<file path="src/hw/rtl/divisor_count_trial_division_unit_macros.svh">
// Assertion macros for the divisor count block.
// DCTD_ASSERT_IMP checks a consequent in the same cycle as its antecedent,
// DCTD_ASSERT_NXT checks it in the cycle after.
`ifndef DIVISOR_COUNT_TRIAL_DIVISION_UNIT_MACROS_SVH
`define DIVISOR_COUNT_TRIAL_DIVISION_UNIT_MACROS_SVH
`ifndef SYNTHESIS
`define DCTD_ASSERT_IMP(lbl, clk, rstn, ante, cons) \
	lbl: assert property (@(posedge clk) disable iff (!rstn) (ante) |-> (cons)) \
		else $error("dctd assertion failed");
`define DCTD_ASSERT_NXT(lbl, clk, rstn, ante, cons) \
	lbl: assert property (@(posedge clk) disable iff (!rstn) (ante) |=> (cons)) \
		else $error("dctd assertion failed");
`else
`define DCTD_ASSERT_IMP(lbl, clk, rstn, ante, cons)
`define DCTD_ASSERT_NXT(lbl, clk, rstn, ante, cons)
`endif
`endif

</file>
<file path="src/hw/rtl/dctd_pkg.sv">
package dctd_pkg;

	localparam int COUNT_WIDTH = 11;

	// Count increments: a divisor below the root stands for a pair,
	// the exact root of a square for one divisor only.
	localparam logic [COUNT_WIDTH-1:0] CNT_PAIR   = COUNT_WIDTH'(2);
	localparam logic [COUNT_WIDTH-1:0] CNT_SQUARE = COUNT_WIDTH'(1);

	// Status from the remainder unit back to the sequencer.
	typedef struct packed {
		logic done;
		logic is_zero;
	} rem_rsp_t;

endpackage

</file>
<file path="src/hw/rtl/dctd_in_if.sv">
interface dctd_in_if #(
	parameter int VALUE_WIDTH = 31
);
	logic                   valid;
	logic                   ready;
	logic [VALUE_WIDTH-1:0] value;

	modport source (output valid, output value, input ready);
	modport sink   (input valid, input value, output ready);
endinterface

</file>
<file path="src/hw/rtl/dctd_out_if.sv">
interface dctd_out_if;
	logic                            valid;
	logic                            ready;
	logic [dctd_pkg::COUNT_WIDTH-1:0] divisor_count;
	logic                            is_prime;

	modport source (output valid, output divisor_count, output is_prime, input ready);
	modport sink   (input valid, input divisor_count, input is_prime, output ready);
endinterface

</file>
<file path="src/hw/rtl/divisor_count_trial_division_unit.sv">
// Divisor counter with primality flag, by trial division. Each input beat
// carries one unsigned value of VALUE_WIDTH bits; each output beat returns
// how many positive divisors it has (0 for zero, 1 for one) and whether it
// is prime (greater than one with exactly two divisors). Candidates run
// from 1 upward while cand*cand <= value; the square is kept by adding
// 2*cand+1, so no multiplier is needed. Every candidate goes through one
// shared bit-serial remainder unit, started from the check state and
// waited on in the divide state. The input is ready only while no item
// is in work; a finished result sits in an output register, so the next
// value may be taken while that result waits to be read.
`include "divisor_count_trial_division_unit_macros.svh"

module divisor_count_trial_division_unit #(
	parameter int VALUE_WIDTH = 31
) (
	input  logic          clk,
	input  logic          arst_n,
	dctd_in_if.sink       req,
	dctd_out_if.source    rsp
);

	localparam int CW   = dctd_pkg::COUNT_WIDTH;
	// candidates reach floor(sqrt(max)) + 1
	localparam int CAND_WIDTH = VALUE_WIDTH / 2 + 2;
	// the running square passes the value by one step at most
	localparam int SQ_W = VALUE_WIDTH + 2;

	typedef enum logic [1:0] {
		ST_IDLE,
		ST_CHECK,
		ST_DIV,
		ST_FIN
	} state_t;

	state_t                 state_q;
	logic [VALUE_WIDTH-1:0] val_q;
	logic [CAND_WIDTH-1:0]  cand_q;
	logic [SQ_W-1:0]        sq_q;
	logic                   sq_eq_q;
	logic [CW-1:0]          cnt_q;

	logic                   out_vld_q;
	logic [CW-1:0]          out_cnt_q;
	logic                   out_prime_q;

	logic                   rem_start;
	dctd_pkg::rem_rsp_t     rem_rsp;
	logic [SQ_W-1:0]        val_ext;
	logic                   sq_gt;
	logic                   out_free;

	assign val_ext   = SQ_W'(val_q);
	assign sq_gt     = sq_q > val_ext;
	assign rem_start = (state_q == ST_CHECK) && !sq_gt;
	assign out_free  = !out_vld_q || rsp.ready;

	// Shared remainder unit: value % cand, one bit a cycle.
	dctd_rem_unit #(
		.VALUE_WIDTH (VALUE_WIDTH),
		.CAND_WIDTH  (CAND_WIDTH)
	) u_rem (
		.clk      (clk),
		.arst_n   (arst_n),
		.start    (rem_start),
		.dividend (val_q),
		.divisor  (cand_q),
		.rsp      (rem_rsp)
	);

	always_ff @(posedge clk or negedge arst_n) begin
		if (!arst_n) begin
			state_q     <= ST_IDLE;
			out_vld_q   <= 1'b0;
			out_cnt_q   <= '0;
			out_prime_q <= 1'b0;
		end else begin
			// load the output beat from a finished item, drop it once taken
			out_vld_q <= (state_q == ST_FIN && out_free) || (out_vld_q && !rsp.ready);
			if (state_q == ST_FIN && out_free) begin
				out_cnt_q   <= cnt_q;
				out_prime_q <= (val_q > VALUE_WIDTH'(1)) && (cnt_q == dctd_pkg::CNT_PAIR);
			end
			unique case (state_q)
				ST_IDLE: begin
					if (req.valid) begin
						state_q <= ST_CHECK;
					end
				end
				ST_CHECK: begin
					// candidate beyond the root ends the search
					state_q <= sq_gt ? ST_FIN : ST_DIV;
				end
				ST_DIV: begin
					if (rem_rsp.done) begin
						state_q <= ST_CHECK;
					end
				end
				ST_FIN: begin
					// hold the result until the output register is free
					if (out_free) begin
						state_q <= ST_IDLE;
					end
				end
				default: state_q <= ST_IDLE;
			endcase
		end
	end

	// Datapath registers: no reset, loaded on accept, advanced per candidate.
	always_ff @(posedge clk) begin
		if (state_q == ST_IDLE && req.valid) begin
			val_q  <= req.value;
			cand_q <= CAND_WIDTH'(1);
			sq_q   <= SQ_W'(1);
			cnt_q  <= '0;
		end
		if (state_q == ST_CHECK) begin
			sq_eq_q <= (sq_q == val_ext);
		end
		if (state_q == ST_DIV && rem_rsp.done) begin
			if (rem_rsp.is_zero) begin
				cnt_q <= cnt_q + (sq_eq_q ? dctd_pkg::CNT_SQUARE : dctd_pkg::CNT_PAIR);
			end
			// advance: (c+1)^2 = c^2 + 2c + 1
			cand_q <= cand_q + CAND_WIDTH'(1);
			sq_q   <= sq_q + SQ_W'({cand_q, 1'b1});
		end
	end

	assign req.ready         = (state_q == ST_IDLE);
	assign rsp.valid         = out_vld_q;
	assign rsp.divisor_count = out_cnt_q;
	assign rsp.is_prime      = out_prime_q;

	`DCTD_ASSERT_IMP(a_done_in_div, clk, arst_n, rem_rsp.done, state_q == ST_DIV)
	`DCTD_ASSERT_NXT(a_accept_starts, clk, arst_n, req.valid && req.ready,
		state_q == ST_CHECK && cand_q == CAND_WIDTH'(1))
	`DCTD_ASSERT_IMP(a_prime_two, clk, arst_n, out_vld_q && out_prime_q,
		out_cnt_q == dctd_pkg::CNT_PAIR)
	`DCTD_ASSERT_NXT(a_fin_loads, clk, arst_n, state_q == ST_FIN && out_free,
		out_vld_q && state_q == ST_IDLE)

endmodule

</file>
<file path="src/hw/rtl/dctd_rem_unit.sv">
module dctd_rem_unit #(
	parameter int VALUE_WIDTH = 31,
	parameter int CAND_WIDTH  = 17
) (
	input  logic                   clk,
	input  logic                   arst_n,
	input  logic                   start,
	input  logic [VALUE_WIDTH-1:0] dividend,
	input  logic [CAND_WIDTH-1:0]  divisor,
	output dctd_pkg::rem_rsp_t     rsp
);

	// Bit-serial restoring remainder: one dividend bit per cycle, MSB first.
	localparam int CNT_W = $clog2(VALUE_WIDTH + 1);

	logic                   busy_q;
	logic                   done_q;
	logic [CNT_W-1:0]       bits_q;
	logic [VALUE_WIDTH-1:0] dvd_q;
	logic [CAND_WIDTH-1:0]  dsr_q;
	logic [CAND_WIDTH-1:0]  rem_q;

	logic [CAND_WIDTH:0]    trial;
	logic [CAND_WIDTH:0]    diff;
	logic                   fits;

	assign trial = {rem_q, dvd_q[VALUE_WIDTH-1]};
	assign fits  = trial >= {1'b0, dsr_q};
	assign diff  = trial - {1'b0, dsr_q};

	always_ff @(posedge clk or negedge arst_n) begin
		if (!arst_n) begin
			busy_q <= 1'b0;
			done_q <= 1'b0;
			bits_q <= '0;
		end else begin
			// flag done for one cycle after the last dividend bit
			done_q <= busy_q && !start && (bits_q == CNT_W'(1));
			if (start) begin
				busy_q <= 1'b1;
				bits_q <= CNT_W'(VALUE_WIDTH);
			end else if (busy_q) begin
				bits_q <= bits_q - CNT_W'(1);
				if (bits_q == CNT_W'(1)) begin
					busy_q <= 1'b0;
				end
			end
		end
	end

	always_ff @(posedge clk) begin
		if (start) begin
			dvd_q <= dividend;
			dsr_q <= divisor;
			rem_q <= '0;
		end else if (busy_q) begin
			dvd_q <= {dvd_q[VALUE_WIDTH-2:0], 1'b0};
			// remainder stays below the divisor, so the top bit drops
			rem_q <= fits ? diff[CAND_WIDTH-1:0] : trial[CAND_WIDTH-1:0];
		end
	end

	assign rsp.done    = done_q;
	assign rsp.is_zero = (rem_q == '0);

endmodule
</file>
<file path="src/flat_wrapper.sv">
// flat-port wrapper written by rule: the top's interface ports become plain ports
module divisor_count_trial_division_unit_flat 
#(
	parameter int VALUE_WIDTH = 31
)
  (clk, arst_n, req_valid, req_value, req_ready, rsp_valid, rsp_divisor_count, rsp_is_prime, rsp_ready);
  dctd_in_if #(.VALUE_WIDTH(VALUE_WIDTH)) req_i ();
  dctd_out_if rsp_i ();
  input  logic clk;
  input  logic arst_n;
  input wire logic [$bits(req_i.valid)-1:0] req_valid;
  input wire logic [$bits(req_i.value)-1:0] req_value;
  output wire logic [$bits(req_i.ready)-1:0] req_ready;
  output wire logic [$bits(rsp_i.valid)-1:0] rsp_valid;
  output wire logic [$bits(rsp_i.divisor_count)-1:0] rsp_divisor_count;
  output wire logic [$bits(rsp_i.is_prime)-1:0] rsp_is_prime;
  input wire logic [$bits(rsp_i.ready)-1:0] rsp_ready;
  assign req_i.valid = req_valid;
  assign req_i.value = req_value;
  assign req_ready = req_i.ready;
  assign rsp_valid = rsp_i.valid;
  assign rsp_divisor_count = rsp_i.divisor_count;
  assign rsp_is_prime = rsp_i.is_prime;
  assign rsp_i.ready = rsp_ready;
  divisor_count_trial_division_unit #(.VALUE_WIDTH(VALUE_WIDTH)) u_core (.clk(clk), .arst_n(arst_n), .req(req_i), .rsp(rsp_i));
endmodule
</file>
<file path="config.mk">
export PLATFORM = sky130hd
export DESIGN_NAME = divisor_count_trial_division_unit_flat
export DESIGN_NICKNAME = d
export VERILOG_FILES = /design/src/hw/rtl/dctd_pkg.sv /design/src/hw/rtl/dctd_in_if.sv /design/src/hw/rtl/dctd_out_if.sv /design/src/hw/rtl/divisor_count_trial_division_unit.sv /design/src/hw/rtl/dctd_rem_unit.sv /design/src/flat_wrapper.sv
export VERILOG_INCLUDE_DIRS = /design/src /design/src/hw/rtl
export SDC_FILE = /design/constraint.sdc
export NUM_CORES = 1
export LEC_CHECK = 0
export ABC_CLOCK_PERIOD_IN_PS = 4900
export BUFFER_PORTS_ARGS = -buffer_cell sky130_fd_sc_hd__buf_2
export CAP_MARGIN = 20
export CORE_ASPECT_RATIO = 0.9
export CORE_MARGIN = 2
export CORE_UTILIZATION = 58
export CTS_BUF_LIST = sky130_fd_sc_hd__clkbuf_4 sky130_fd_sc_hd__clkbuf_8
export DETAILED_ROUTE_END_ITERATION = 8
export PLACE_DENSITY = 0.79
export SKIP_LAST_GASP = 1
export SLEW_MARGIN = 20
export SYNTH_ARGS = -nofsm -noshare
export SYNTH_HDL_FRONTEND = slang
export SYNTH_HIERARCHICAL = 1
export SYNTH_SLANG_ARGS = --single-unit
</file>
<file path="constraint.sdc">
create_clock -name clk -period 4.9 [get_ports clk]
set_clock_uncertainty 0.1 [all_clocks]
set_input_delay 0.735 -clock clk [delete_from_list [all_inputs] [get_ports clk]]
set_output_delay 0.735 -clock clk [all_outputs]
set_load 0.01 [all_outputs]
</file>
==> results by group <==
Global route
  – GRT met2 Usage: 37.50%
  – Largest net degree at the start of global routing: 51
  – GRT Overall Usage: 24.08%
  – Initial antenna violation count: 0
  – First-pass GRT wire length: 35010 um
  – GRT Residual Overflow: 0
  – Vias in the first global route: 6916
  – Gr busiest metal: met2
  – Met1 Use GR: 33.72%
  – Met3 Use GR: 5.101%

Place
  – DP Cell Count: 1214
  – Place WS: 1.307 ns
  – # port buffers: 48
  – Final Wtd Congestion: 0.9040
  – HPWL Detailed: 15630 um

Min path
  – Hold Path Class: input port to asynchronous set/reset pin

CTS
  – Clock root cell: clkbuf_8
  – # H-tree levels: 4
  – Hold_buf cts: 0
  – CTS sink cnt: 180
  – Worst-skew pair later-pin latency: 0.47 ns
  – Post-CTS Resized: 0
  – CTS tree: built
  – Post-CTS Setup Inserts: 0
  – Worst-case clock buffer depth: 2
  – Clock slew at reported path FFs: 0.11 ns
  – CTS Buf Count: 17

Synth
  – Number of synthesized flops with an enable pin: 130
  – Seq cells post-synth: 180
  – Yosys cell types: 76
  – Synthesized area per cell: 10.83 sq um
  – Syn Nets: 1057
  – Main area contributors after synthesis: edfxtp_1 (38%), ha_1 (8.5%), dfxtp_1 (5.5%)
  – Gate Count Post-Synth: 949
  – Most common library cells after synthesis: edfxtp_1 (130), nand2_1 (89), nor2_1 (77)
  – Post-synth top area cell: edfxtp_1
  – Post-synthesis sequential area ratio: 48.78%
  – Most common cell in the synthesized netlist: edfxtp_1
  – Post-synth top area share: 37.97%
  – Post-Synthesis Cell Area: 10280 sq um
  – Predominant post-synthesis flop cell: edfxtp_1
  – Synth warn: 6
  – Ys async rst share: 12.22%

Route
  – Drc violations: 0
  – First drt pass iteration count: 5
  – Number of DRC markers in iteration 0: 619
  – Final ANT Viol Nets: 0
  – DRT Wirelength: 21790 um
  – Vias: 7419
  – Routed len/inst: 17.49 um
  – Vias per cell: 5.954

Run
  – Max-Cap Viols: 0

Power and ir drop
  – Flop pwr share: 43.8%
  – Pleak: 4.484 nW
  – Switching share of power: 37.73%
  – Clock share of power: 19.0%
  – Peak supply drop: 0.3344 mV
  – Internal power: 3.568 mW
  – Combinational share of power: 37.2%
  – Net Switching: 2.162 mW
  – Pwr per Cell Area: 513.5 nW/um^2

Die
  – Core ar.: 17500 sq um
  – Die ar.: 18810 sq um
  – Die Y: 130.3 um
  – Die width: 144.3 um
  – Initial Util: 58.76%
  – FP Rows: 46
  – I/O pin count: 49

STA
  – Peak Freq: 271.7 MHz
  – Slew headroom: 23.31%
  – Period Utilization, post-route: 75.11%
  – Setup WS post-layout: 1.220 ns
  – Final setup TNS: 0 ns
  – Slew of the pin with the lowest slew margin: 1.150 ns
  – Hold Vio Cnt, Final: 0
  – Pins over their slew limit: 0
  – Min cycle time layout: 3.680 ns
  – Final setup vio count: 0
  – RSZ-0062 raised after global routing: false
  – Worst hold slack: 0.1190 ns

Finish
  – Register area: 5015 sq um
  – Share of layout cells above drive strength 1: 15.61%
  – FILL cells: 1436
  – Final Non-Filler Cells: 1246
  – Layout Nets: 1101
  – Layout area overhead: 8.531%
  – Antenna diodes: 0
  – Multi-input logic area: 4905 sq um

Run status
  – Status: completed

Worst setup path
  – Startpoint type of the worst setup path: flop
  – Worst Setup End Kind: flop
  – Worst-path maximum fanout: 31
  – Crit path DAT: 3.76 ns
  – WP data required: 4.98 ns
  – CP Class: flop to flop
-- through the flow --
| stage | instance area [sq um] | total power, mW | util, % |
|---|---|---|---|
| 5_1_grt | 11160 | 6.090 | 63.77 |
| 6_report | 11160 | 5.730 | 63.77 |
| 3_3_place_gp | 10730 | 4.573 | 61.35 |
| 3_5_place_dp | 10730 | 4.625 | 61.35 |
| 2_1_floorplan | 10280 | 4.106 | - |
| 4_1_cts | 11160 | 5.735 | 63.77 |
-- cells in the final DEF, fill, tap and decap left out, types with 5 or more instances in the layout --
master,instances
edfxtp_1,130
nand2_1,88
nor2_1,77
ha_1,70
inv_1,60
buf_2,48
a21oi_1,44
mux2_2,42
nand3_1,35
o21ai_0,34
dfxtp_1,28
mux2i_1,26
xor2_1,25
xnor2_1,23
nand4_1,22
dfrtp_1,22
nand2b_1,19
clkbuf_8,17
nor4_1,17
a21o_1,13
nor3_1,11
and3_1,10
o31ai_1,9
and4_1,8
nor2b_1,8
a211oi_1,8
o21ai_1,8
and2_1,7
buf_4,6
o211ai_1,5
-- kinds of logic (layout without fill, tap and decap cells) --
logic type	after synthesis	count (layout)	share of synthesized area [%]
buf+inv	90	147	3.651
mux	69	69	7.278
xor+xnor	48	48	4.089
flops	180	180	48.78
compound gates	165	165	11.06
simple gates	324	324	16.04
fa+ha+maj	73	73	9.103
-- state kept, by name (all words and copies together) (netlist names), 2 cells and up --
name,cells
u_core/cnt_q,11
u_core/u_rem/bits_q,5
u_core/u_rem/dsr_q,17
u_core/u_rem/dvd_q,31
u_core/state_q,2
u_core/val_q,31
u_core/cand_q,17
u_core/u_rem/rem_q,17
u_core/rsp.divisor_count,11
u_core/sq_q,33
-- layout make-up --
type                    count  area share [%]
flip-flops and latches    180           44.94
clock buffers              17           2.097
well taps                 240           2.691
inverters                  61           2.052
repair buffers             54           2.557
multi-input cells         679           43.96
clock inverters            15           1.704
-- metal layers --
layer  wire length, um  share of wire [%]
met1             10030                 46
met2              9968                 46
met3              1298                6.0
met4               493                2.3
met5                 0                  0
-- final timing paths --
kind                                                   from                          end  slack (ns)  cells after the start
worst max-delay path                        u_core/sq_q[27]       u_core/u_rem/dvd_q[30]        1.22                     10
worst min-delay path                                 arst_n  u_core/rsp.divisor_count[1]        0.12                      1
worst max register to register              u_core/sq_q[27]       u_core/u_rem/dvd_q[30]        1.22                     10
worst min register to register  u_core/rsp.divisor_count[0]  u_core/rsp.divisor_count[0]        0.41                      1
max in group asynchronous                            arst_n          u_core/u_rem/done_q        4.21                      1
min in group clk                              req_value[27]             u_core/val_q[27]        0.34                      1
-- worst max-delay path, cell delays in order (launching register included) --
cell and delay, ns:
edfxtp_1 0.50, ha_1 0.36, and4_1 0.22, nand4_1 0.18, nor3_1 0.49, o211a_1 0.25
or2_2 0.13, o21ai_4 0.07, nor2_1 0.69, inv_1 0.10, buf_4 0.29
-- power by group through the flow --
stage | clock, mW | combinational [mW] | sequential [mW]
6_report | 1.09 | 2.13 | 2.51
5_1_grt | 1.16 | 2.37 | 2.56
4_1_cts | 1.11 | 2.12 | 2.51
3_5_place_dp | 0 | 2.09 | 2.53
3_3_place_gp | 0 | 2.04 | 2.53
2_1_floorplan | 0 | 1.72 | 2.38
Note: power is estimated with default switching activity, not from simulation.
